--- src/rtl/fcd_pkg.sv ---
`default_nettype none

package fcd_pkg;

   // Message and font geometry.
   localparam int unsigned MESSAGE_CHARS   = 15;
   localparam int unsigned QUEUE_DEPTH_DEF = 4;
   localparam int unsigned CHAR_W          = 8;
   localparam int unsigned SLOT_W          = 4;
   localparam int unsigned GLYPH_COLS      = 5;
   localparam int unsigned GLYPH_ROWS      = 7;
   localparam int unsigned GLYPH_BITS      = GLYPH_COLS * GLYPH_ROWS;
   localparam int unsigned SUBPANEL_COLS   = 25;

   localparam logic [7:0] GLYPH_FIRST = 8'd32;
   localparam logic [7:0] GLYPH_LAST  = 8'd126;

   // Codes carried in the command bytes.
   localparam logic [1:0] FLAG_SET     = 2'd1;
   localparam logic [1:0] FLAG_CLEAR   = 2'd2;
   localparam logic [1:0] MUX_SEL_LAST = 2'd3;
   localparam logic [2:0] MUX_COL_LAST = 3'd7;
   localparam logic [2:0] ROW_LAST     = 3'd6;
   localparam logic [2:0] COL_LAST     = 3'd4;
   localparam logic [4:0] WITHIN_LAST  = 5'd24;

   typedef logic [GLYPH_BITS-1:0] glyph_type;

   // One queued character as it sits in the input memory.
   typedef struct packed {
      logic [CHAR_W-1:0] char_code;
      logic [SLOT_W-1:0] slot;
   } req_word_type;

   // Status the queue hands to the dot generator.
   typedef struct packed {
      logic         nonempty;
      req_word_type rd_word;
   } queue_stat_type;

   // Maps a character code onto a font entry; unprintable codes show blank.
   function automatic logic [6:0] glyph_index(input logic [7:0] code);
      logic [7:0] offs;
      offs = code - GLYPH_FIRST;
      if (code inside {[GLYPH_FIRST:GLYPH_LAST]}) begin
         glyph_index = offs[6:0];
      end else begin
         glyph_index = 7'd0;
      end
   endfunction

   // Font table: five columns, column 0 in the top bits, row 0 is bit 6 of a column.
   function automatic glyph_type font_glyph(input logic [6:0] idx);
      glyph_type g;
      case (idx)
         7'd0:  g = {7'd0, 7'd0, 7'd0, 7'd0, 7'd0};
         7'd1:  g = {7'd0, 7'd56, 7'd125, 7'd56, 7'd0};
         7'd2:  g = {7'd80, 7'd96, 7'd0, 7'd80, 7'd96};
         7'd3:  g = {7'd20, 7'd127, 7'd20, 7'd127, 7'd20};
         7'd4:  g = {7'd18, 7'd42, 7'd127, 7'd42, 7'd36};
         7'd5:  g = {7'd98, 7'd100, 7'd8, 7'd19, 7'd35};
         7'd6:  g = {7'd54, 7'd73, 7'd85, 7'd34, 7'd5};
         7'd7:  g = {7'd0, 7'd80, 7'd96, 7'd0, 7'd0};
         7'd8:  g = {7'd0, 7'd28, 7'd34, 7'd65, 7'd0};
         7'd9:  g = {7'd0, 7'd65, 7'd34, 7'd28, 7'd0};
         7'd10: g = {7'd20, 7'd8, 7'd62, 7'd8, 7'd20};
         7'd11: g = {7'd8, 7'd8, 7'd62, 7'd8, 7'd8};
         7'd12: g = {7'd0, 7'd5, 7'd6, 7'd0, 7'd0};
         7'd13: g = {7'd8, 7'd8, 7'd8, 7'd8, 7'd8};
         7'd14: g = {7'd0, 7'd3, 7'd3, 7'd0, 7'd0};
         7'd15: g = {7'd2, 7'd4, 7'd8, 7'd16, 7'd32};
         7'd16: g = {7'd62, 7'd69, 7'd73, 7'd81, 7'd62};
         7'd17: g = {7'd17, 7'd33, 7'd127, 7'd1, 7'd1};
         7'd18: g = {7'd33, 7'd67, 7'd69, 7'd73, 7'd49};
         7'd19: g = {7'd34, 7'd65, 7'd73, 7'd73, 7'd54};
         7'd20: g = {7'd12, 7'd20, 7'd36, 7'd127, 7'd4};
         7'd21: g = {7'd114, 7'd81, 7'd81, 7'd81, 7'd78};
         7'd22: g = {7'd62, 7'd73, 7'd73, 7'd73, 7'd38};
         7'd23: g = {7'd64, 7'd71, 7'd72, 7'd80, 7'd96};
         7'd24: g = {7'd54, 7'd73, 7'd73, 7'd73, 7'd54};
         7'd25: g = {7'd50, 7'd73, 7'd73, 7'd73, 7'd62};
         7'd26: g = {7'd0, 7'd54, 7'd54, 7'd0, 7'd0};
         7'd27: g = {7'd0, 7'd53, 7'd54, 7'd0, 7'd0};
         7'd28: g = {7'd8, 7'd20, 7'd34, 7'd65, 7'd0};
         7'd29: g = {7'd20, 7'd20, 7'd20, 7'd20, 7'd20};
         7'd30: g = {7'd0, 7'd65, 7'd34, 7'd20, 7'd8};
         7'd31: g = {7'd32, 7'd64, 7'd69, 7'd72, 7'd48};
         7'd32: g = {7'd62, 7'd73, 7'd87, 7'd85, 7'd62};
         7'd33: g = {7'd31, 7'd36, 7'd68, 7'd36, 7'd31};
         7'd34: g = {7'd127, 7'd73, 7'd73, 7'd73, 7'd54};
         7'd35: g = {7'd62, 7'd65, 7'd65, 7'd65, 7'd34};
         7'd36: g = {7'd127, 7'd65, 7'd65, 7'd34, 7'd28};
         7'd37: g = {7'd127, 7'd73, 7'd73, 7'd65, 7'd65};
         7'd38: g = {7'd127, 7'd72, 7'd72, 7'd72, 7'd64};
         7'd39: g = {7'd62, 7'd65, 7'd65, 7'd69, 7'd38};
         7'd40: g = {7'd127, 7'd8, 7'd8, 7'd8, 7'd127};
         7'd41: g = {7'd0, 7'd65, 7'd127, 7'd65, 7'd0};
         7'd42: g = {7'd2, 7'd1, 7'd1, 7'd1, 7'd126};
         7'd43: g = {7'd127, 7'd8, 7'd20, 7'd34, 7'd65};
         7'd44: g = {7'd127, 7'd1, 7'd1, 7'd1, 7'd1};
         7'd45: g = {7'd127, 7'd32, 7'd16, 7'd32, 7'd127};
         7'd46: g = {7'd127, 7'd32, 7'd16, 7'd8, 7'd127};
         7'd47: g = {7'd62, 7'd65, 7'd65, 7'd65, 7'd62};
         7'd48: g = {7'd127, 7'd72, 7'd72, 7'd72, 7'd48};
         7'd49: g = {7'd62, 7'd65, 7'd69, 7'd66, 7'd61};
         7'd50: g = {7'd127, 7'd72, 7'd76, 7'd74, 7'd49};
         7'd51: g = {7'd50, 7'd73, 7'd73, 7'd73, 7'd38};
         7'd52: g = {7'd64, 7'd64, 7'd127, 7'd64, 7'd64};
         7'd53: g = {7'd126, 7'd1, 7'd1, 7'd1, 7'd126};
         7'd54: g = {7'd124, 7'd2, 7'd1, 7'd2, 7'd124};
         7'd55: g = {7'd126, 7'd1, 7'd6, 7'd1, 7'd126};
         7'd56: g = {7'd99, 7'd20, 7'd8, 7'd20, 7'd99};
         7'd57: g = {7'd96, 7'd16, 7'd15, 7'd16, 7'd96};
         7'd58: g = {7'd67, 7'd69, 7'd73, 7'd81, 7'd97};
         7'd59: g = {7'd0, 7'd127, 7'd65, 7'd65, 7'd0};
         7'd60: g = {7'd32, 7'd16, 7'd8, 7'd4, 7'd2};
         7'd61: g = {7'd0, 7'd65, 7'd65, 7'd127, 7'd0};
         7'd62: g = {7'd16, 7'd32, 7'd64, 7'd32, 7'd16};
         7'd63: g = {7'd1, 7'd1, 7'd1, 7'd1, 7'd1};
         7'd64: g = {7'd0, 7'd64, 7'd32, 7'd16, 7'd0};
         7'd65: g = {7'd2, 7'd21, 7'd21, 7'd14, 7'd1};
         7'd66: g = {7'd64, 7'd126, 7'd9, 7'd17, 7'd14};
         7'd67: g = {7'd14, 7'd17, 7'd17, 7'd17, 7'd10};
         7'd68: g = {7'd14, 7'd17, 7'd74, 7'd127, 7'd1};
         7'd69: g = {7'd14, 7'd21, 7'd21, 7'd21, 7'd9};
         7'd70: g = {7'd1, 7'd9, 7'd63, 7'd72, 7'd32};
         7'd71: g = {7'd9, 7'd21, 7'd21, 7'd21, 7'd30};
         7'd72: g = {7'd127, 7'd8, 7'd8, 7'd8, 7'd7};
         7'd73: g = {7'd0, 7'd0, 7'd46, 7'd1, 7'd1};
         7'd74: g = {7'd2, 7'd1, 7'd1, 7'd1, 7'd94};
         7'd75: g = {7'd1, 7'd127, 7'd4, 7'd10, 7'd17};
         7'd76: g = {7'd0, 7'd65, 7'd127, 7'd1, 7'd0};
         7'd77: g = {7'd31, 7'd16, 7'd14, 7'd16, 7'd31};
         7'd78: g = {7'd31, 7'd8, 7'd16, 7'd16, 7'd15};
         7'd79: g = {7'd14, 7'd17, 7'd17, 7'd17, 7'd14};
         7'd80: g = {7'd127, 7'd20, 7'd20, 7'd20, 7'd8};
         7'd81: g = {7'd8, 7'd20, 7'd20, 7'd31, 7'd1};
         7'd82: g = {7'd31, 7'd8, 7'd16, 7'd16, 7'd8};
         7'd83: g = {7'd9, 7'd21, 7'd21, 7'd21, 7'd18};
         7'd84: g = {7'd16, 7'd16, 7'd126, 7'd17, 7'd18};
         7'd85: g = {7'd30, 7'd1, 7'd1, 7'd30, 7'd1};
         7'd86: g = {7'd28, 7'd2, 7'd1, 7'd2, 7'd28};
         7'd87: g = {7'd30, 7'd1, 7'd6, 7'd1, 7'd30};
         7'd88: g = {7'd17, 7'd10, 7'd4, 7'd10, 7'd17};
         7'd89: g = {7'd16, 7'd9, 7'd6, 7'd8, 7'd16};
         7'd90: g = {7'd17, 7'd19, 7'd21, 7'd25, 7'd17};
         7'd91: g = {7'd8, 7'd54, 7'd65, 7'd65, 7'd0};
         7'd92: g = {7'd0, 7'd0, 7'd127, 7'd0, 7'd0};
         7'd93: g = {7'd0, 7'd65, 7'd65, 7'd54, 7'd8};
         7'd94: g = {7'd32, 7'd64, 7'd32, 7'd16, 7'd32};
         default: g = '0;
      endcase
      font_glyph = g;
   endfunction

endpackage

`default_nettype wire

--- src/rtl/fcd_req_if.sv ---
`default_nettype none

// Character channel: one word is a character code and its message slot.
interface fcd_req_if;
   import fcd_pkg::*;

   logic              valid;
   logic              ready;
   logic [CHAR_W-1:0] char_code;
   logic [SLOT_W-1:0] slot;

   modport source (output valid, output char_code, output slot, input ready);
   modport sink   (input valid, input char_code, input slot, output ready);
endinterface

`default_nettype wire

--- src/rtl/fcd_rsp_if.sv ---
`default_nettype none

// Dot command channel: one word drives a single dot of the sign.
interface fcd_rsp_if;
   logic       valid;
   logic       ready;
   logic [7:0] column_code;
   logic [7:0] row_code;
   logic       dot_on;
   logic       last_dot;

   modport source (output valid, output column_code, output row_code, output dot_on,
                   output last_dot, input ready);
   modport sink   (input valid, input column_code, input row_code, input dot_on,
                   input last_dot, output ready);
endinterface

`default_nettype wire

--- src/rtl/flipdot_character_dot_commands.sv ---
// The first dot command of a character passes the queue RAM, the staging
// register, the active register and the output register after the character
// word is accepted. The single dot walker sends one dot command per cycle while
// the receiver is ready; up to QUEUE_DEPTH characters wait in the input RAM.
// Reset: synchronous, clears the queue pointers and all valid flags; no
// clearing pass. Characters with a slot beyond the message are taken and dropped.
`default_nettype none

module flipdot_character_dot_commands
   import fcd_pkg::*;
#(
   parameter int unsigned QUEUE_DEPTH = QUEUE_DEPTH_DEF
) (
   input  wire logic clock,
   input  wire logic reset,
   fcd_req_if.sink   req_ch,
   fcd_rsp_if.source rsp_ch
);

   logic           full;
   logic           push;
   logic           pop;
   req_word_type   push_word;
   queue_stat_type stat;

   // Only characters that fall inside the message are queued.
   assign req_ch.ready = !full;
   assign push = req_ch.valid && !full && (req_ch.slot < SLOT_W'(MESSAGE_CHARS));
   assign push_word.char_code = req_ch.char_code;
   assign push_word.slot      = req_ch.slot;

   fcd_queue #(
      .DEPTH (QUEUE_DEPTH)
   ) u_queue (
      .clock     (clock),
      .reset     (reset),
      .push      (push),
      .push_word (push_word),
      .full      (full),
      .pop       (pop),
      .stat      (stat)
   );

   fcd_dot_gen u_dot_gen (
      .clock  (clock),
      .reset  (reset),
      .stat   (stat),
      .pop    (pop),
      .rsp_ch (rsp_ch)
   );

endmodule

`default_nettype wire

--- src/rtl/fcd_ram.sv ---
`default_nettype none

// Simple dual-port RAM with one write port and a registered read port.
module fcd_ram #(
   parameter int unsigned WIDTH = 8,
   parameter int unsigned DEPTH = 4,
   localparam int unsigned ADDR_W = (DEPTH > 1) ? $clog2(DEPTH) : 1
) (
   input  wire logic              clock,
   input  wire logic              wr_en,
   input  wire logic [ADDR_W-1:0] wr_addr,
   input  wire logic [WIDTH-1:0]  wr_data,
   input  wire logic              rd_en,
   input  wire logic [ADDR_W-1:0] rd_addr,
   output      logic [WIDTH-1:0]  rd_data
);

   logic [WIDTH-1:0] mem_ff [DEPTH];
   logic [WIDTH-1:0] rd_data_ff;

   // Write port.
   always_ff @(posedge clock) begin
      if (wr_en) begin
         mem_ff[wr_addr] <= wr_data;
      end
   end

   // Read port, registered.
   always_ff @(posedge clock) begin
      if (rd_en) begin
         rd_data_ff <= mem_ff[rd_addr];
      end
   end

   assign rd_data = rd_data_ff;

endmodule

`default_nettype wire

--- src/rtl/fcd_queue.sv ---
`default_nettype none

// Character queue held in a RAM. A pop presents its word in the following cycle.
module fcd_queue
   import fcd_pkg::*;
#(
   parameter int unsigned DEPTH = QUEUE_DEPTH_DEF
) (
   input  wire logic           clock,
   input  wire logic           reset,
   input  wire logic           push,
   input  wire req_word_type   push_word,
   output      logic           full,
   input  wire logic           pop,
   output queue_stat_type      stat
);

   localparam int unsigned PTR_W = (DEPTH > 1) ? $clog2(DEPTH) : 1;
   localparam int unsigned CNT_W = $clog2(DEPTH + 1);
   localparam int unsigned WORD_W = $bits(req_word_type);

   logic [PTR_W-1:0] wr_ptr_ff, wr_ptr_in;
   logic [PTR_W-1:0] rd_ptr_ff, rd_ptr_in;
   logic [CNT_W-1:0] count_ff, count_in;
   logic             pop_ok;
   logic [WORD_W-1:0] rd_bits;

   assign full   = (count_ff == CNT_W'(DEPTH));
   assign pop_ok = pop && (count_ff != '0);

   // Pointer and fill count update; the pointers wrap at the depth.
   always_comb begin
      wr_ptr_in = wr_ptr_ff;
      rd_ptr_in = rd_ptr_ff;
      count_in  = count_ff;
      if (push) begin
         wr_ptr_in = (wr_ptr_ff == PTR_W'(DEPTH - 1)) ? '0 : wr_ptr_ff + 1'b1;
      end
      if (pop_ok) begin
         rd_ptr_in = (rd_ptr_ff == PTR_W'(DEPTH - 1)) ? '0 : rd_ptr_ff + 1'b1;
      end
      case ({push, pop_ok})
         2'b10:   count_in = count_ff + 1'b1;
         2'b01:   count_in = count_ff - 1'b1;
         default: count_in = count_ff;
      endcase
   end

   always_ff @(posedge clock) begin
      if (reset) begin
         wr_ptr_ff <= '0;
         rd_ptr_ff <= '0;
         count_ff  <= '0;
      end else begin
         wr_ptr_ff <= wr_ptr_in;
         rd_ptr_ff <= rd_ptr_in;
         count_ff  <= count_in;
      end
   end

   // A pop only reads an entry written in an earlier cycle, so the read
   // never collides with the write at the same address.
   fcd_ram #(
      .WIDTH (WORD_W),
      .DEPTH (DEPTH)
   ) u_ram (
      .clock   (clock),
      .wr_en   (push),
      .wr_addr (wr_ptr_ff),
      .wr_data (push_word),
      .rd_en   (pop_ok),
      .rd_addr (rd_ptr_ff),
      .rd_data (rd_bits)
   );

   assign stat.nonempty = (count_ff != '0);
   assign stat.rd_word  = rd_bits;

endmodule

`default_nettype wire

--- src/rtl/fcd_dot_gen.sv ---
`default_nettype none

// Pulls characters from the queue and walks their 35 dots, one per cycle while the output is not stalled.
module fcd_dot_gen
   import fcd_pkg::*;
(
   input  wire logic           clock,
   input  wire logic           reset,
   input  wire queue_stat_type stat,
   output      logic           pop,
   fcd_rsp_if.source           rsp_ch
);

   // Queue read in flight.
   logic fetch_ff;

   // Next character, staged while the current one is emitted.
   logic       nxt_vld_ff, nxt_vld_in;
   glyph_type  nxt_bits_ff;
   logic [1:0] nxt_panel_ff;
   logic [4:0] nxt_within_ff;

   // Character being emitted.
   logic       act_vld_ff, act_vld_in;
   glyph_type  act_bits_ff, act_bits_in;
   logic [2:0] row_ff, row_in;
   logic [2:0] gcol_ff, gcol_in;
   logic [1:0] panel_ff, panel_in;
   logic [4:0] within_ff, within_in;

   // Output register.
   logic       out_vld_ff;
   logic [7:0] column_code_ff;
   logic [7:0] row_code_ff;
   logic       dot_on_ff;
   logic       last_dot_ff;

   logic       advance, step, last, load;
   logic [6:0] start_col;
   logic [1:0] start_panel;
   logic [4:0] start_within;
   logic [1:0] mux_sel;
   logic [2:0] mux_col;

   assign pop     = stat.nonempty && !fetch_ff && !nxt_vld_ff;
   assign advance = !out_vld_ff || rsp_ch.ready;
   assign step    = act_vld_ff && advance;
   assign last    = (gcol_ff == COL_LAST) && (row_ff == ROW_LAST);
   assign load    = nxt_vld_ff && (!act_vld_ff || (step && last));

   // First display column of the slot split into subpanel and offset.
   always_comb begin
      start_col = 7'(stat.rd_word.slot) * 7'(GLYPH_COLS);
      if (start_col >= 7'(2 * SUBPANEL_COLS)) begin
         start_panel  = 2'd2;
         start_within = 5'(start_col - 7'(2 * SUBPANEL_COLS));
      end else if (start_col >= 7'(SUBPANEL_COLS)) begin
         start_panel  = 2'd1;
         start_within = 5'(start_col - 7'(SUBPANEL_COLS));
      end else begin
         start_panel  = 2'd0;
         start_within = start_col[4:0];
      end
   end

   // Staging register is filled by a queue read and emptied by a load.
   always_comb begin
      nxt_vld_in = nxt_vld_ff;
      if (fetch_ff) begin
         nxt_vld_in = 1'b1;
      end else if (load) begin
         nxt_vld_in = 1'b0;
      end
   end

   always_ff @(posedge clock) begin
      if (reset) begin
         fetch_ff   <= 1'b0;
         nxt_vld_ff <= 1'b0;
      end else begin
         fetch_ff   <= pop;
         nxt_vld_ff <= nxt_vld_in;
      end
   end

   always_ff @(posedge clock) begin
      if (fetch_ff) begin
         nxt_bits_ff   <= font_glyph(glyph_index(stat.rd_word.char_code));
         nxt_panel_ff  <= start_panel;
         nxt_within_ff <= start_within;
      end
   end

   // Dot walk: rows inside columns, moving to the next display column
   // after the bottom row.
   always_comb begin
      act_vld_in  = act_vld_ff;
      act_bits_in = act_bits_ff;
      row_in      = row_ff;
      gcol_in     = gcol_ff;
      panel_in    = panel_ff;
      within_in   = within_ff;
      if (load) begin
         act_vld_in  = 1'b1;
         act_bits_in = nxt_bits_ff;
         row_in      = '0;
         gcol_in     = '0;
         panel_in    = nxt_panel_ff;
         within_in   = nxt_within_ff;
      end else if (step) begin
         act_vld_in  = !last;
         act_bits_in = {act_bits_ff[GLYPH_BITS-2:0], 1'b0};
         if (row_ff == ROW_LAST) begin
            row_in  = '0;
            gcol_in = gcol_ff + 1'b1;
            if (within_ff == WITHIN_LAST) begin
               within_in = '0;
               panel_in  = panel_ff + 1'b1;
            end else begin
               within_in = within_ff + 1'b1;
            end
         end else begin
            row_in = row_ff + 1'b1;
         end
      end
   end

   always_ff @(posedge clock) begin
      if (reset) begin
         act_vld_ff <= 1'b0;
      end else begin
         act_vld_ff <= act_vld_in;
      end
   end

   always_ff @(posedge clock) begin
      act_bits_ff <= act_bits_in;
      row_ff      <= row_in;
      gcol_ff     <= gcol_in;
      panel_ff    <= panel_in;
      within_ff   <= within_in;
   end

   // Multiplexer addressing; the last column of a subpanel has its own select.
   always_comb begin
      if (within_ff == WITHIN_LAST) begin
         mux_sel = MUX_SEL_LAST;
         mux_col = MUX_COL_LAST;
      end else begin
         mux_sel = within_ff[4:3];
         mux_col = within_ff[2:0];
      end
   end

   // Output register, refilled whenever it is empty or being taken.
   always_ff @(posedge clock) begin
      if (reset) begin
         out_vld_ff <= 1'b0;
      end else if (advance) begin
         out_vld_ff <= step;
      end
   end

   always_ff @(posedge clock) begin
      if (advance) begin
         column_code_ff <= {mux_col, mux_sel, panel_ff, 1'b0};
         row_code_ff    <= {row_ff, act_bits_ff[GLYPH_BITS-1] ? FLAG_SET : FLAG_CLEAR, 3'b000};
         dot_on_ff      <= act_bits_ff[GLYPH_BITS-1];
         last_dot_ff    <= last;
      end
   end

   assign rsp_ch.valid       = out_vld_ff;
   assign rsp_ch.column_code = column_code_ff;
   assign rsp_ch.row_code    = row_code_ff;
   assign rsp_ch.dot_on      = dot_on_ff;
   assign rsp_ch.last_dot    = last_dot_ff;

endmodule

`default_nettype wire

--- src/flat_wrapper.sv ---
// flat-port wrapper written by rule: the top's interface ports become plain ports
module flipdot_character_dot_commands_flat import fcd_pkg::*;
#(
   parameter int unsigned QUEUE_DEPTH = QUEUE_DEPTH_DEF
)
  (clock, reset, req_ch_valid, req_ch_char_code, req_ch_slot, req_ch_ready, rsp_ch_valid, rsp_ch_column_code, rsp_ch_row_code, rsp_ch_dot_on, rsp_ch_last_dot, rsp_ch_ready);
  fcd_req_if req_ch_i ();
  fcd_rsp_if rsp_ch_i ();
  input  wire logic clock;
  input  wire logic reset;
  input wire logic [$bits(req_ch_i.valid)-1:0] req_ch_valid;
  input wire logic [$bits(req_ch_i.char_code)-1:0] req_ch_char_code;
  input wire logic [$bits(req_ch_i.slot)-1:0] req_ch_slot;
  output wire logic [$bits(req_ch_i.ready)-1:0] req_ch_ready;
  output wire logic [$bits(rsp_ch_i.valid)-1:0] rsp_ch_valid;
  output wire logic [$bits(rsp_ch_i.column_code)-1:0] rsp_ch_column_code;
  output wire logic [$bits(rsp_ch_i.row_code)-1:0] rsp_ch_row_code;
  output wire logic [$bits(rsp_ch_i.dot_on)-1:0] rsp_ch_dot_on;
  output wire logic [$bits(rsp_ch_i.last_dot)-1:0] rsp_ch_last_dot;
  input wire logic [$bits(rsp_ch_i.ready)-1:0] rsp_ch_ready;
  assign req_ch_i.valid = req_ch_valid;
  assign req_ch_i.char_code = req_ch_char_code;
  assign req_ch_i.slot = req_ch_slot;
  assign req_ch_ready = req_ch_i.ready;
  assign rsp_ch_valid = rsp_ch_i.valid;
  assign rsp_ch_column_code = rsp_ch_i.column_code;
  assign rsp_ch_row_code = rsp_ch_i.row_code;
  assign rsp_ch_dot_on = rsp_ch_i.dot_on;
  assign rsp_ch_last_dot = rsp_ch_i.last_dot;
  assign rsp_ch_i.ready = rsp_ch_ready;
  flipdot_character_dot_commands #(.QUEUE_DEPTH(QUEUE_DEPTH)) u_core (.clock(clock), .reset(reset), .req_ch(req_ch_i), .rsp_ch(rsp_ch_i));
endmodule
--- config.mk ---
export PLATFORM = sky130hd
export DESIGN_NAME = flipdot_character_dot_commands_flat
export DESIGN_NICKNAME = d
export VERILOG_FILES = /design/src/rtl/fcd_pkg.sv /design/src/rtl/fcd_req_if.sv /design/src/rtl/fcd_rsp_if.sv /design/src/rtl/flipdot_character_dot_commands.sv /design/src/rtl/fcd_ram.sv /design/src/rtl/fcd_queue.sv /design/src/rtl/fcd_dot_gen.sv /design/src/flat_wrapper.sv
export SDC_FILE = /design/constraint.sdc
export NUM_CORES = 1
export LEC_CHECK = 0
export ABC_CLOCK_PERIOD_IN_PS = 5800
export BUFFER_PORTS_ARGS = -buffer_cell sky130_fd_sc_hd__buf_2
export CAP_MARGIN = 30
export CORE_MARGIN = 3
export CORE_UTILIZATION = 47
export DETAILED_ROUTE_END_ITERATION = 6
export PLACE_DENSITY = 0.75
export SKIP_LAST_GASP = 1
export SLEW_MARGIN = 20
export SYNTH_ARGS = -nofsm -noshare
export SYNTH_HDL_FRONTEND = slang
export SYNTH_MEMORY_MAX_BITS = 65536
export SYNTH_SLANG_ARGS = --single-unit
--- constraint.sdc ---
create_clock -name clock -period 5.8 [get_ports clock]
set_input_delay 0.29 -clock clock [delete_from_list [all_inputs] [get_ports clock]]
set_output_delay 0.29 -clock clock [all_outputs]
set_load 0.005 [all_outputs]
Word-level counts from Yosys, hierarchy flattened
Memories as Yosys holds them, arrays and structs flattened. A register that Yosys moved wholly into a read port is not among the register bits. Index checks and enable logic that the tools add are counted. Widths: inputs -> output; s select.

Equality and inequality tests: 8. Magnitude comparators: 5. Mux-type cells: 26. Reduce and logical (&&, ||, !) cells: 27. Multipliers: 1. Add/subtract/negate cells: 11.

Operators with widths (count): $mux 35 (2); $mux 5 (6); $mux 2 (7); $mux 7 (2); $logic_and 1x1->1 (10); $reduce_bool 2->1 (5); $sub 5x5->5 const B (2); $add 3x1->3 const B (3); $eq 3x3->1 const B (3); $ge 8x6->1 const B (1); $le 8x7->1 const B (1); $ge 7x5->1 const B (1); $ge 7x6->1 const B (1); $mul 4x3->7 const B (1); $mux 1 (7); $sub 7x6->7 const B (1); $add 2x1->2 const B (3); $eq 2x2->1 const B (3); $logic_not 1->1 (6); $pmux 3 s2 (1); $add 5x1->5 const B (1); $eq 5x5->1 const B (1); $lt 4x4->1 const B (1); $reduce_and 2->1 (2); other kinds (6) (7).

RAM bits: 48. Output and inout bits: 20. Register bits: 80. Input bits: 16. Memories kept: 2. Memory bits (read-only): 4480.

Memories: (name not given) (depth 128, width 35, rd ports 1, clocked after Yosys merged registers in 1, write ports 0, line fcd_pkg.sv:55) `case (idx)`; u_core.u_queue.u_ram.mem_ff (depth 4, width 12, rd ports 1, clocked after Yosys merged registers in 1, write ports 1, line fcd_ram.sv:18) `logic [WIDTH-1:0] mem_ff [DEPTH];`.

Logic depth before layout (Yosys ltp)
Depth in word-level cells: 8. Mapped depth: 16. Mapped depth without buffers: 13.

By module
From an unflattened synthesis, not the netlist that was laid out.

Cell total of the unflattened synthesis: 1105. Area total of the unflattened synthesis: 11080.6 um^2.

Modules (own cells, without submodules): fcd_dot_gen (cells each 986, instances 1, sequential area each 3113.0 um^2, area an instance 8573.2 um^2); fcd_ram (cells each 78, instances 1, sequential area each 1801.7 um^2, area an instance 2127.0 um^2); fcd_queue (cells each 38, instances 1, sequential area each 140.1 um^2, area an instance 364.1 um^2); flipdot_character_dot_commands (cells each 3, instances 1, sequential area each 0.0 um^2, area an instance 16.3 um^2).

Worst setup path before layout
OpenSTA, ideal clock, no wires.

Path kind: register to register. Start: register u_core.u_dot_gen.nxt_vld_ff. End: register u_core.u_dot_gen.panel_ff[0] (enable). Slack: 1.817 ns. Stages on the path, launching flop included: 5. Arrival: 3.654 ns. Period minus slack after synthesis: 3.983 ns. Path buffers: 0. Library setup time: 0.329 ns. Data required time: 5.471 ns. Cells stage by stage: dfxtp_1 > inv_1 > o21ai_0 > o21a_1 > a21boi_0.

Word-level cells in the longest chain between the ends: 3.

RTL lines: start, declared (line fcd_dot_gen.sv:18) `logic nxt_vld_ff, nxt_vld_in;`; start signal, assigned (line fcd_dot_gen.sv:82) `nxt_vld_ff <= nxt_vld_in;`; $logic_and 1x1->1 * (line fcd_dot_gen.sv:49) `assign load = nxt_vld_ff && (!act_vld_ff || (step && last));`; $reduce_bool 2->1 (no source line); $reduce_and 3->1 (no source line) *; end signal, assigned (line fcd_dot_gen.sv:140) `panel_ff <= panel_in;`; end, declared (line fcd_dot_gen.sv:28) `logic [1:0] panel_ff, panel_in;`.

Every way passes the cells marked *; elsewhere a longest branch is shown, timed or not. A chain may end at the register's enable or synchronous reset.

Worst setup path in the final report
Start: register u_core.u_queue.u_ram.rd_data_ff[9], in the netlist u_core.u_queue.u_ram.rd_data[9] (read register of u_core.u_queue.u_ram.mem_ff). End: register u_core.u_dot_gen.nxt_bits_ff[20] (data pin).

Word-level cells in the longest chain between the ends: 4.

RTL lines: start, declared (line fcd_ram.sv:19) `logic [WIDTH-1:0] rd_data_ff;`; $ge 8x6->1 or $le 8x7->1 (tied branches) (line fcd_pkg.sv:45) `if (code inside {[GLYPH_FIRST:GLYPH_LAST]}) begin`; $logic_and 1x1->1 (line fcd_pkg.sv:45); $mux 7 * (line fcd_pkg.sv:45); $mux 7 * (line fcd_dot_gen.sv:87) `if (fetch_ff) begin`; end, declared (line fcd_dot_gen.sv:19) `glyph_type nxt_bits_ff;`.

Every way passes the cells marked *; elsewhere a longest branch is shown, timed or not. The select of a mux whose other input is x is not followed.

==> summary.log <==
INFO  power_and_ir_drop powerDensity=688nW/um2
INFO  global_routing groute.layer.met2.usage=52.5%
INFO  setup_path     crit_arrival=5.32ns
INFO  final_layout   finish.net_count=1220
INFO  setup_path     path_cells=ha_1, or4b_4, o31a_4, nor2_1, nand2_1, inv_1, ha_1, a21oi_1, or3_1, a221oi_1, o221ai_1, nand2_1
INFO  global_routing global_route_usage_over_all_layers=36.6%
INFO  setup_path     crit_path_top_delay_cell=edfxtp_1
INFO  yosys          yosys.area.top_type_share=44.0%
INFO  power_and_ir_drop fin_total_pwr=8.18mW
INFO  cts            cts_setup_buffers=0
INFO  placed_design  placement.setup.worst_slack=1.08ns
INFO  power_and_ir_drop power.internal=3.93mW
INFO  global_routing global_route.usage.met1=48.3%
INFO  yosys          syn-cell-area=10700um2
INFO  cts            cts-buffers-inserted=17
INFO  yosys          postSynthRegisterBits=174
INFO  yosys          postSynth.asyncResetShare=0%
INFO  placed_design  post_dp_cell_area=11300um2
INFO  drt            drt_pass_1_iters=7
INFO  timing         tns=0ns
INFO  timing         max_slew.worst_pin.slew=1.09ns
INFO  timing         final.setup_skew=0.0322ns
INFO  timing         setup_ws=0.763ns
INFO  cts            number_of_buffers_inserted_for_hold_repair_after_clock_tree_synthesis=0
INFO  final_layout   stdcell_count=1459
INFO  global_routing grt_overflow=0
INFO  setup_path     worst_ep_required_time=6.09ns
INFO  power_and_ir_drop peakVddDrop=0.000641V
INFO  placed_design  buffer_ports.inserted=31
INFO  yosys          yosysWarningCount=0
INFO  cts            clock_sinks=174
INFO  floorplanning  fp-row-count=54
INFO  final_layout   area_growth=10.9%
INFO  drt            num_vias=10200
INFO  setup_path     start_kind=flop
INFO  power_and_ir_drop net_switching_fraction_of_the_power=52.0%
INFO  setup_path     worst-setup-path-type=flop to flop
INFO  power_and_ir_drop total_leakage_power=4.31nW
INFO  status         run_status=finished clean
INFO  timing         setup_repair_after_global_routing_missed_its_margin=false
INFO  cts            clk_transition_reported_paths=0.07ns
INFO  cts            post_cts.resized_instances=0
INFO  drt            wl_per_cell=31.0um
INFO  timing         worst_slack_on_hold_paths=0.0752ns
INFO  yosys          post_synthesis_area_per_instance=9.28um2
INFO  final_layout   fin_area=11900um2
INFO  global_routing grt_pass1_vias=9855
INFO  drt            antenna_violating_nets_post_route=0
INFO  power_and_ir_drop clock_power_share=13.8%
INFO  cts            cts_tree=yes
INFO  setup_path     timing.critical_path.slowest_cell_delay=0.83ns
INFO  yosys          post-synth-top-area-cell=edfxtp_1
INFO  global_routing antenna_found_initial=0
INFO  yosys          seq_area_frac_synth=47.2%
INFO  power_and_ir_drop pwr-share-seq=26.7%
INFO  yosys          yosys-top-cells-area=edfxtp_1, nand2_1, ha_1, o21ai_0, a21oi_1
INFO  setup_path     reg2reg_slack=0.76ns
INFO  timing         timing.final.crit_share=86.8%
INFO  yosys          synthesis.instances=1155
INFO  power_and_ir_drop power.switching=4.25mW
INFO  floorplanning  placeableCoreArea=22100um2
INFO  timing         hold_violations=0
INFO  timing         fmax=0.199GHz
INFO  timing         report.final.slew_viol_count=0
INFO  yosys          synth_cell_types=76
INFO  timing         normalized_max_slew_margin=26.9%
INFO  global_routing grt_most_used_layer=met2
INFO  timing         finalSetupViolCount=0
INFO  floorplanning  fp.dieArea=24700um2
INFO  setup_path     cp_max_fo=19
INFO  global_routing wire_length_of_the_first_global_routing_pass=66.0mm
INFO  power_and_ir_drop combPwrFrac=59.5%
INFO  yosys          predominant_post_synthesis_flop_cell=edfxtp_1
INFO  global_routing pin_count_of_the_biggest_net_entering_global_routing=54
INFO  floorplanning  die_h=157um
INFO  floorplanning  num_io_pins=36
INFO  global_routing met3_usage=14.5%
INFO  drt            drt-total-wl=45.2mm
INFO  flow_run       drv_cap=0
INFO  placed_design  dp.cells=1423
INFO  setup_path     end_kind=flop
INFO  worst_hold_path min_path_type=input port to flop
INFO  placed_design  gp_congestion=1.08
INFO  final_layout   drive_above_1_share=12.7%
INFO  cts            cts_htree_levels=4
INFO  floorplanning  initial_core_util=48.5%
INFO  drt            drtIter0Drc=1971
INFO  drt            drcViolationCount=0
INFO  final_layout   final_util=53.8%
INFO  timing         fin_crit=5.04ns
INFO  yosys          synth_enable_flop_cells=157
INFO  floorplanning  dieWidth=157um
INFO  cts            clkLatencyLatePin=0.44ns
INFO  placed_design  post_dp_hpwl=31.5mm
INFO  cts            clockBufferDepth=2
INFO  drt            routed_via_density=6.98
INFO  cts            clockRootBuffer=clkbuf_16
==> cell families after synthesis <==
| kind of cell | share of synthesized area (%) |
|---|---|
| other cells | 0.0350 |
| flops | 47.2 |
| mux | 2.80 |
| buf+inv | 4.76 |
| simple gates | 18.7 |
| xor+xnor | 1.31 |
| compound gates | 20.6 |
| fa+ha+maj | 4.69 |
==> path summary, 6_finish.rpt <==
path,depth (start not counted),from,end
worst max-delay path,12,u_core.u_queue.u_ram.rd_data[9],u_core.u_dot_gen.nxt_bits_ff[20]
worst min-delay path,1,req_ch_char_code[0],u_core.u_queue.u_ram.mem_ff[1][4]
worst max register to register,12,u_core.u_queue.u_ram.rd_data[9],u_core.u_dot_gen.nxt_bits_ff[20]
worst min register to register,0,u_core.u_dot_gen.act_bits_ff[34],u_core.u_dot_gen.rsp_ch.row_code[3]
==> registers in the layout, indices dropped and copies added (netlist names), 5 cells and up <==
register and cells:
u_core.u_queue.u_ram.mem_ff 48, u_core.u_dot_gen.act_bits_ff 35, u_core.u_dot_gen.nxt_bits_ff 35, u_core.u_queue.u_ram.rd_data 12
u_core.u_dot_gen.rsp_ch.column_code 7, u_core.u_dot_gen.nxt_within_ff 5, u_core.u_dot_gen.rsp_ch.row_code 5, u_core.u_dot_gen.within_ff 5
==> worst max-delay path: cells and delay by family, from the launching register on <==
family | cells | cell delay, ns
compound gates | 4 | 1.40
fa+ha+maj | 2 | 0.88
buf+inv | 1 | 0.31
flops | 1 | 0.83
simple gates | 5 | 1.48
==> synth_stat cells (5+ instances only) <==
cell type,count
nand2b_1,9
a32oi_1,9
buf_4,6
a31oi_1,17
xor2_1,5
a211oi_1,18
inv_1,27
a21oi_1,86
nor2_1,71
o2111ai_1,6
nor4_1,7
dfxtp_1,17
nand4_1,6
xnor2_1,11
a22oi_1,6
and2_1,14
buf_1,6
o21ai_0,87
nor2b_1,7
o221ai_1,6
nor3_1,31
nand3_1,46
mux4_2,12
a221o_1,6
nand2_1,228
a221oi_1,9
o211ai_1,21
and3_1,6
ha_1,37
clkbuf_1,60
o31ai_1,6
edfxtp_1,157
o22ai_1,16
a311oi_1,7
buf_2,18
==> final cells by class <==
class / instances / area (um2)
Sequential cell: 174 / 5060
Fill cell: 2006 / 10200
Antenna cell: 2 / 5.00
Clock buffer: 18 / 429
Inverter: 28 / 105
Multi-Input combinational cell: 864 / 5240
Clock inverter: 13 / 131
Tap cell: 280 / 350
Timing Repair Buffer: 80 / 574
==> power by group through the flow <==
stage	registers (mW)	logic (mW)	clock network, mW
global route	2.21	5.01	1.19
detailed placement	2.21	4.50	0
CTS	2.19	4.51	1.14
global placement	2.20	4.57	0
finish	2.18	4.86	1.13
floorplan	2.08	2.80	0
==> cell usage in the layout, fill, tap and decap left out, types with 12 or more instances in the layout <==
master       n
a211oi_1    18
a21oi_1     85
a31oi_1     16
and2_1      14
buf_2       31
buf_4       43
clkbuf_16   17
dfxtp_1     16
edfxtp_1   157
ha_1        37
inv_1       27
mux4_2      12
nand2_1    228
nand3_1     46
nor2_1      71
nor3_1      27
o211ai_1    21
o21ai_0     86
o22ai_1     16
==> metal layers <==
layer	routed length, um	up-vias
met5	0	-
li1	-	4308
met3	6640	217
met1	17200	4821
met2	18400	832
met4	2900	0
Power figures use the tool's default switching activity.
